<file path="config.mk">
export PLATFORM = sky130hd
export DESIGN_NAME = thermostat_window_keypad_setter
export DESIGN_NICKNAME = d
export VERILOG_FILES = /design/src/sv/twks_pkg.sv /design/src/sv/thermostat_window_keypad_setter.sv
export SDC_FILE = /design/constraint.sdc
export NUM_CORES = 1
export LEC_CHECK = 0
export BUFFER_PORTS_ARGS = -buffer_cell sky130_fd_sc_hd__buf_2
export CAP_MARGIN = 20
export CORE_MARGIN = 2
export CORE_UTILIZATION = 65
export DETAILED_ROUTE_END_ITERATION = 8
export GPL_TIMING_DRIVEN = 1
export PLACE_DENSITY = 0.88
export RECOVER_POWER = 50
export SLEW_MARGIN = 20
export SYNTH_ARGS = -nofsm -noshare
export SYNTH_HDL_FRONTEND = slang
export SYNTH_SLANG_ARGS = --single-unit
export TNS_END_PERCENT = 1
</file>
<file path="constraint.sdc">
create_clock -name clk -period 6.2 [get_ports clk]
set_input_delay 0.31 -clock clk [delete_from_list [all_inputs] [get_ports clk]]
set_output_delay 0.31 -clock clk [all_outputs]
set_load 0.01 [all_outputs]
</file>
<file path="src/sv/twks_pkg.sv">
// Package with the key codes, limits, zone and request codes and digit helpers of the thermostat block.
`default_nettype none

package twks_pkg;

    localparam logic [7:0] KEY_SET     = 8'h1B;
    localparam logic [7:0] KEY_BACK    = 8'h0D;
    localparam logic [7:0] KEY_DIGIT_0 = 8'h30;
    localparam logic [7:0] KEY_DIGIT_9 = 8'h39;

    localparam logic [6:0] LIMIT_MAX       = 7'd99;
    localparam logic [6:0] UPPER_RESET     = 7'd28;
    localparam logic [6:0] LOWER_RESET     = 7'd20;
    localparam logic [2:0] COUNT_MAX       = 3'd5;
    localparam logic [2:0] COUNT_LAST_UP   = 3'd1;
    localparam logic [2:0] COUNT_LAST_LOW  = 3'd3;
    localparam logic [2:0] COUNT_LAST_BACK = 3'd4;

    typedef enum logic [1:0] {
        ZONE_BELOW  = 2'd0,
        ZONE_INSIDE = 2'd1,
        ZONE_ABOVE  = 2'd2
    } zone_t;

    typedef enum logic {
        REQ_SAMPLE = 1'b0,
        REQ_KEY    = 1'b1
    } req_t;

    // Appends a decimal digit to a limit and saturates at the largest limit.
    function automatic logic [6:0] push_digit(input logic [6:0] value, input logic [3:0] digit);
        logic [9:0] sum;
        sum = {3'b000, value} * 10'd10 + {6'b000000, digit};
        return (sum > {3'b000, LIMIT_MAX}) ? LIMIT_MAX : sum[6:0];
    endfunction

    // Divides a limit of at most 99 by ten through a scaled reciprocal (205 / 2048).
    function automatic logic [6:0] div_ten(input logic [6:0] value);
        logic [14:0] prod;
        prod = {8'h00, value} * 15'd205;
        return {3'b000, prod[14:11]};
    endfunction

endpackage

`default_nettype wire

</file>
<file path="src/sv/thermostat_window_keypad_setter.sv">
// Thermostat window comparator with keypad entry of the upper and lower limits.
`default_nettype none

// Each input word is either a temperature sample or a key press, chosen by
// s_axis_tuser. A sample, in sixteenths of a degree, is shifted down to whole
// degrees (rounding towards minus infinity) and classed as below the lower
// limit, inside the window, or above the upper limit; the lower limit is
// checked first. The set key enters setting mode, and pressed again it saves
// the typed limits, unless the typed upper limit is below the typed lower one,
// in which case the entry is cleared, the error light comes on and setting
// mode stays on. In setting mode the first two digits build the upper limit,
// the next two the lower limit (each saturating at 99), and backspace removes
// the last digit. Every input word yields exactly one output word showing the
// whole state after that word. The block takes one word per cycle. A word
// accepted is held in the input register until the update logic can write
// the state registers, which themselves form the output word; it does so as
// soon as the result register is free or is being emptied. While a result
// waits on m_axis_tready a new word is still taken as long as the input
// register is empty; with both registers full the input stalls until the
// result is taken.
module thermostat_window_keypad_setter
    import twks_pkg::*;
(
    input  wire logic        clk,
    input  wire logic        rst_n,
    input  wire logic        s_axis_tvalid,
    output      logic        s_axis_tready,
    // tdata, lowest bit first: raw_sample[11:0], key_code[19:12], zero pad [23:20]
    input  wire logic [23:0] s_axis_tdata,
    // tuser: req_type[0]
    input  wire logic        s_axis_tuser,
    output      logic        m_axis_tvalid,
    input  wire logic        m_axis_tready,
    // tdata, lowest bit first: zone[1:0], whole_degrees[9:2], setting_mode[10],
    // error_light[11], upper_active[18:12], lower_active[25:19],
    // upper_typed[32:26], lower_typed[39:33], digits_typed[42:40], zero pad [47:43]
    output      logic [47:0] m_axis_tdata
);

    // Input register.
    logic        in_valid_reg;
    logic        in_req_reg;
    logic [11:0] in_raw_reg;
    logic [7:0]  in_key_reg;

    // State registers, which are also the output word.
    logic        out_valid_reg;
    logic        setting_reg,  setting_next;
    zone_t       zone_reg,     zone_next;
    logic [7:0]  degrees_reg,  degrees_next;
    logic [6:0]  upper_reg,    upper_next;
    logic [6:0]  lower_reg,    lower_next;
    logic [6:0]  upper_ent_reg, upper_ent_next;
    logic [6:0]  lower_ent_reg, lower_ent_next;
    logic [2:0]  count_reg,    count_next;
    logic        error_reg,    error_next;

    logic        advance;
    logic        is_digit;
    logic [3:0]  digit;
    logic [2:0]  count_dec;
    logic [7:0]  whole;

    // The word in the input register moves on when the result register is free
    // or is being emptied in this cycle.
    assign advance       = in_valid_reg && (!out_valid_reg || m_axis_tready);
    assign s_axis_tready = !in_valid_reg || advance;

    always_ff @(posedge clk or negedge rst_n)
    begin
        if (!rst_n)
        begin
            in_valid_reg <= 1'b0;
        end
        else if (s_axis_tready)
        begin
            in_valid_reg <= s_axis_tvalid;
        end
    end

    always_ff @(posedge clk)
    begin
        if (s_axis_tready && s_axis_tvalid)
        begin
            in_req_reg <= s_axis_tuser;
            in_raw_reg <= s_axis_tdata[11:0];
            in_key_reg <= s_axis_tdata[19:12];
        end
    end

    // The top eight bits of the sample are its arithmetic shift right by four.
    assign whole     = in_raw_reg[11:4];
    assign is_digit  = (in_key_reg >= KEY_DIGIT_0) && (in_key_reg <= KEY_DIGIT_9);
    assign digit     = 4'(in_key_reg - KEY_DIGIT_0);
    assign count_dec = count_reg - 3'd1;

    always_comb
    begin
        setting_next   = setting_reg;
        zone_next      = zone_reg;
        degrees_next   = degrees_reg;
        upper_next     = upper_reg;
        lower_next     = lower_reg;
        upper_ent_next = upper_ent_reg;
        lower_ent_next = lower_ent_reg;
        count_next     = count_reg;
        error_next     = error_reg;

        unique case (req_t'(in_req_reg))
            REQ_SAMPLE:
            begin
                degrees_next = whole;
                priority if ($signed({whole[7], whole}) < $signed({2'b00, lower_reg}))
                begin
                    zone_next = ZONE_BELOW;
                end
                else if ($signed({whole[7], whole}) > $signed({2'b00, upper_reg}))
                begin
                    zone_next = ZONE_ABOVE;
                end
                else
                begin
                    zone_next = ZONE_INSIDE;
                end
            end
            REQ_KEY:
            begin
                priority if (in_key_reg == KEY_SET)
                begin
                    priority if (!setting_reg)
                    begin
                        setting_next = 1'b1;
                    end
                    else if (upper_ent_reg < lower_ent_reg)
                    begin
                        count_next     = 3'd0;
                        upper_ent_next = 7'd0;
                        lower_ent_next = 7'd0;
                        error_next     = 1'b1;
                    end
                    else
                    begin
                        setting_next   = 1'b0;
                        upper_next     = upper_ent_reg;
                        lower_next     = lower_ent_reg;
                        count_next     = 3'd0;
                        upper_ent_next = 7'd0;
                        lower_ent_next = 7'd0;
                        error_next     = 1'b0;
                    end
                end
                else if (is_digit)
                begin
                    if (setting_reg)
                    begin
                        priority if (count_reg <= COUNT_LAST_UP)
                        begin
                            upper_ent_next = push_digit(upper_ent_reg, digit);
                        end
                        else if (count_reg <= COUNT_LAST_LOW)
                        begin
                            lower_ent_next = push_digit(lower_ent_reg, digit);
                        end
                        else
                        begin
                            // Beyond the fourth digit no entry changes.
                        end
                        if (count_reg < COUNT_MAX)
                        begin
                            count_next = count_reg + 3'd1;
                        end
                    end
                end
                else if (in_key_reg == KEY_BACK)
                begin
                    if (setting_reg && (count_reg != 3'd0) && (count_reg <= COUNT_LAST_BACK))
                    begin
                        count_next = count_dec;
                        if (count_dec <= COUNT_LAST_UP)
                        begin
                            upper_ent_next = div_ten(upper_ent_reg);
                        end
                        else
                        begin
                            lower_ent_next = div_ten(lower_ent_reg);
                        end
                    end
                end
                else
                begin
                    // Any other key is ignored.
                end
            end
            default:
            begin
            end
        endcase
    end

    always_ff @(posedge clk or negedge rst_n)
    begin
        if (!rst_n)
        begin
            out_valid_reg <= 1'b0;
            setting_reg   <= 1'b0;
            zone_reg      <= ZONE_BELOW;
            degrees_reg   <= 8'd0;
            upper_reg     <= UPPER_RESET;
            lower_reg     <= LOWER_RESET;
            upper_ent_reg <= 7'd0;
            lower_ent_reg <= 7'd0;
            count_reg     <= 3'd0;
            error_reg     <= 1'b0;
        end
        else
        begin
            if (advance)
            begin
                out_valid_reg <= 1'b1;
                setting_reg   <= setting_next;
                zone_reg      <= zone_next;
                degrees_reg   <= degrees_next;
                upper_reg     <= upper_next;
                lower_reg     <= lower_next;
                upper_ent_reg <= upper_ent_next;
                lower_ent_reg <= lower_ent_next;
                count_reg     <= count_next;
                error_reg     <= error_next;
            end
            else if (m_axis_tready)
            begin
                out_valid_reg <= 1'b0;
            end
        end
    end

    assign m_axis_tvalid = out_valid_reg;
    assign m_axis_tdata  = {5'b00000, count_reg, lower_ent_reg, upper_ent_reg,
                            lower_reg, upper_reg, error_reg, setting_reg,
                            degrees_reg, zone_reg};

endmodule

`default_nettype wire

</file>
# == After elaboration in Yosys (flattened, before gate mapping) ==
# Index checks and enable logic that the tools add are counted.
# totals
inputBits,29
register_bits,66
output_inout_bits,50
wordCells,98
# classes
addsub,5
n_reduce_logical,21
multipliers,4
mux,31
n_lt_le_gt_ge,12
n_bitwise,2
n_eq_ne,9
# ops
cell,count
$mux W7,18
$mul A7 B8 Y15 const B,2
$mux W3,7
$add A10 B4 Y10,2
$gt A10 B7 Y1 const B,2
$mul A7 B3 Y9 const B,2
$reduce_bool A3 Y1,4
$ne A3 B1 Y1 const B,3
$reduce_and A9 Y1,1
$eq A8 B4 Y1 const B,1
$eq A8 B5 Y1 const B,1
$ge A8 B6 Y1 const B,1
$gt A8 B8 Y1,1
$le A8 B6 Y1 const B,1
$lt A8 B8 Y1,1
$reduce_and A8 Y1,1
$lt A7 B7 Y1,1
$reduce_and A7 Y1,1
$le A3 B1 Y1 const B,2
$ne A3 B3 Y1 const B,2
$logic_and A1 B1 Y1,5
$reduce_and A5 Y1,1
$mux W1,4
$mux W2,2
14 further kinds,18

# == Longest topological paths before layout ==
# depth
word_depth,9
ltp_mapped,15
mapped_depth_nobuf,15

# == Worst setup path before layout ==
# No wires, ideal clock.
# synth_path
kind,reg-to-reg
start,register lower_ent_reg[6]
end,register lower_ent_reg[3]
arrival_ps,3668
setup_time_ps,132
stages_incl_launch_ff,15
slack_ps,2399
path_buffers,0
synth_period_minus_slack_ps,3801
required_ps,6068
cell_sequence,dfrtp_1 > ha_1 > ha_1 > fa_1 > inv_1 > fa_1 > inv_1 > ha_1 > a21o_1 > a21oi_1 > or4_1 > a31oi_1 > xnor2_1 > a22oi_1 > o41ai_2
# synth_between
elab_chain_len,9
elab_cells_between_ends,13
cone_classes,add/sub (1); mul (2); order compare (1); mux (9)
# synth_rtl
item,line,text
"start, declared",thermostat_window_keypad_setter.sv:54,"logic [6:0] lower_ent_reg, lower_ent_next;"
"start signal, assigned",thermostat_window_keypad_setter.sv:226,lower_ent_reg <= lower_ent_next;
$mul A7 B3 Y9,twks_pkg.sv:33,"sum = {3'b000, value} * 10'd10 + {6'b000000, digit};"
$add A10 B4 Y10,twks_pkg.sv:33,
$gt A10 B7 Y1,twks_pkg.sv:34,"return (sum > {3'b000, LIMIT_MAX}) ? LIMIT_MAX : sum[6:0];"
$mux W7,twks_pkg.sv:34,
$mux W7,thermostat_window_keypad_setter.sv:160,else if (count_reg <= COUNT_LAST_LOW)
$mux W7,thermostat_window_keypad_setter.sv:156,priority if (count_reg <= COUNT_LAST_UP)
$mux W7,thermostat_window_keypad_setter.sv:154,if (setting_reg)
$mux W7 (*),thermostat_window_keypad_setter.sv:152,else if (is_digit)
$mux W7 (*),thermostat_window_keypad_setter.sv:128,priority if (in_key_reg == KEY_SET)
# Mark *: on every way between the ends. The rest lies on a longest branch, timed or not. The select of a mux whose other input is x is not followed.
# A chain may end at the register's enable or synchronous reset.

# == Final worst setup path ==
# layout_path
start,register upper_ent_reg[4]
end,register upper_ent_reg[3]
# layout_between
elab_chain_len,8
elab_cells_between_ends,12
cone_classes,add/sub (1); mul (2); order compare (1); mux (8)
# layout_rtl
item,line,text
"start, declared",thermostat_window_keypad_setter.sv:53,"logic [6:0] upper_ent_reg, upper_ent_next;"
"start signal, assigned",thermostat_window_keypad_setter.sv:225,upper_ent_reg <= upper_ent_next;
$mul A7 B3 Y9,twks_pkg.sv:33,
$add A10 B4 Y10,twks_pkg.sv:33,
$gt A10 B7 Y1,twks_pkg.sv:34,
$mux W7,twks_pkg.sv:34,
$mux W7,thermostat_window_keypad_setter.sv:156,
$mux W7,thermostat_window_keypad_setter.sv:154,
$mux W7 (*),thermostat_window_keypad_setter.sv:152,
$mux W7 (*),thermostat_window_keypad_setter.sv:128,
# Marks and branches as above.

==> impl_results.md <==
* CTS tree: yes
* Worst-path clk slew at approximately 80 ps
* Crit-path max FO at 10
* Post-route ant nets at 0
* Largest family of logic cells by synthesized area: adder cells
* RD Place Congestion at a little under 0.9
* Pwr Density at ~130 mW/mm^2
* Initial Util at 67.4%
* Total track usage at between 20% and 30%
* CTS Buf Count at 9
* Synth Flop Type: dfrtp_1
* Synth top area cells: ha_1 23%, dfrtp_1 16%, edfxtp_1 8.1%
* Final Setup Violations at 0
* Post-cts resize count at 0
* Initial DRT Pass Iterations at 4
* Register area share after synthesis at approximately a quarter
* Vert. Die Dim at between 100 and 150 um
* Critical path class: register to register
* EDFF count, synth at 17
* Unrepaired setup endpoints after global routing: no
* Via-to-Cell Ratio at 6.11
* Fin crit share at approximately two thirds
* Multi-input gate area at ~0.0042 sq mm
* Row count at 35
* Worst Clk Skew at about 11 ps
* Worst min path class: input pin to register
* WL/cell at around 17 um
* Pin count of the biggest net entering global routing at 46
* Flops & latches, synth at 62
* Worst r2r dst: upper_ent_reg[3]$_DFFE_PN0P_
* Complex-gate fraction of the synthesized area at ~14%
* Worst setup startpoint: upper_ent_reg[4]$_DFFE_PN0P_
* Clock Tree Buf Depth at 2
* Unique masters post-synth at 62
* Worst-Skew Late Latency at ~350 ps
* Remaining global-route overflow at 0
* Setup repair bufs after CTS at 0
* Cell taking the most area after synthesis: ha_1
* Core Area at around 0.0093 sq mm
* Critical Path Slowest Stage Cell: dfrtp_1
* Via total after detailed routing at between 5000 and 6000
* # DRC at 0
* Post-synth top area share at 23.1%
* Share of cells above drive strength 1 at between 10% and 20%
* CP Cell Sequence: ha_1, ha_1, fa_1, inv_1, fa_1, inv_1, ha_1, a311o_1, a31oi_1, o2111ai_1, a21oi_1, xnor2_1, or3_1, o211ai_1
* Average footprint of a synthesized cell at between 9 and 10 sq um
* Worst slew pin tran at 2540 ps
* Crit start category: register
* Post-synthesis simple-gate area fraction at around 15%
* FILL cells at about 680
* CP most frequent cell: ha_1
* Mux cell area share after synthesis at between 4 and 5%
* Slew Limit Headroom at -69.5%
* Root Buffer: clkbuf_8
* Commonest non-fill, non-tap cell in the layout: ha_1
* Post-Synth Adder-Cell Area at 29.5%
* Die X at a little over 100 um
* Post-CTS Hold Fix Bufs at 0
* Fmax at about 0.24 GHz
* CP Capture Point: upper_ent_reg[3]$_DFFE_PN0P_
* Final Slew Violations at 46
* Initial antenna violation count at 0
* Initial DRC count at between 200 and 300
* Syn. warnings at 0
* FF-to-FF setup slack at roughly 2000 ps
* Violated checks: capacitance limit, slew limit
* Reg2reg start: upper_ent_reg[4]$_DFFE_PN0P_
* Diode count at 0
* I/O pins at approximately 80
* Status: finished, violations left
* Maxcap violations at 1
* H-tree depth at 3
* Area grow syn2layout at 9.26%
* Async SR Flop Fraction at 72.6%
* Final min period at about 4200 ps
* Clk sinks at 62
* Max IR drop VDD at 198 uV
* Port-buffer cells at 65
* First-pass GRT wire length at about 24000 um
* Slowest stage delay, CP at 620 ps
* Number of global-route vias before repair at 5261
* Worst reg2reg path depth at 14
* Worst Path Arrival at about 4500 ps
* HPWL after DPL at ~11000 um
* Worst min-delay path startpoint: s_axis_tdata[5]
* Setup TNS at 0 ps
* XOR/XNOR share of the synthesized area at between 3 and 4%
* Routed WL at 14300 um
* Mapped Cells at around 660
* Required @ worst endpoint at ~6500 ps
* Hold WS at between 100 and 150 ps
* Final nets at around 890
* Mapped Area at 0.00628 sq mm
* Most frequent cells in the layout: 116 x ha_1, 83 x inv_1, 44 x buf_2
* Final hold vios at 0
* Die area at around 0.010 sq mm
* Endpoint class of the critical path: register
* Leakage power at approximately 3.4 nW
* Reg area at approximately 0.0016 sq mm
-- area by class of cell --
type / count / area share [%]
multi-input combinational: 495 / 61.6
sequential: 62 / 23.9
timing repair buffer: 68 / 4.72
inverter: 84 / 4.59
tap: 129 / 2.35
clock buffer: 10 / 1.86
clock inverter: 6 / 0.911
-- Yosys cell counts (13+ instances only) --
library cell and count:
ha_1 116, edfxtp_1 17, clkbuf_1 13, nand3_1 34, xnor2_1 16, fa_1 20
nor2_1 30, nand2b_1 27, dfrtp_1 40, nand2_1 38, o21ai_0 18, a21oi_1 20
inv_1 83, mux2_2 25
-- worst max-delay path, delay by kind of cell (launching register included) --
kind                       cells  cell delay, ps
DFF                            1             620
and+or+nand+nor                1             310
buffers and inverters          2             100
xor gates and xnor gates       1             110
AOI/OAI and AO/OA              5            1090
adders and majority gates      5            1860
-- layer usage --
layer	vias to the layer above	track usage (%)	part of all wire, %
met1	2524	36.6	41
li1	2470	-	-
met5	-	0	0
met2	184	49.7	51
met4	0	12.0	2.8
met3	40	5.13	5.3
-- logic make-up after synthesis --
kind of cell             after synthesis
AO/OA/AOI/OAI                        123
XOR/XNOR                              25
adder cells (fa/ha/maj)              136
buffers and inverters                106
flip-flops                            62
multiplexers                          27
other                                  1
AND/OR/NAND/NOR                      179
-- per-stage QoR --
stage	setup WS [ps]	cell area (sq um)	total power [mW]	utilization [%]	std cells
floorplan	2400	6300	0.508	-	663
global placement	2090	6690	0.539	71.7	837
detailed placement	2020	6690	0.543	71.7	837
CTS	2000	6880	0.888	73.8	853
global route	1830	6870	0.918	73.6	854
finish	2020	6870	0.884	73.6	854
-- worst min-delay path by stage --
stage / to / depth (start not counted)
detailed placement: in_key_reg[7]$_DFFE_PP_ / 1
global placement: degrees_reg[1]$_DFFE_PN0P_ / 1
CTS: in_raw_reg[9]$_DFFE_PP_ / 1
finish: in_raw_reg[5]$_DFFE_PP_ / 1
global route: in_raw_reg[5]$_DFFE_PP_ / 1
floorplan: count_reg[0]$_DFFE_PN0P_ / 0
-- power by group --
group / switching (mW) / internal [mW]
Clock: 0.167 / 0.184
Combinational: 0.0440 / 0.0314
Sequential: 0.0146 / 0.443
Total: 0.226 / 0.659
Power figures use the tool's default switching activity.
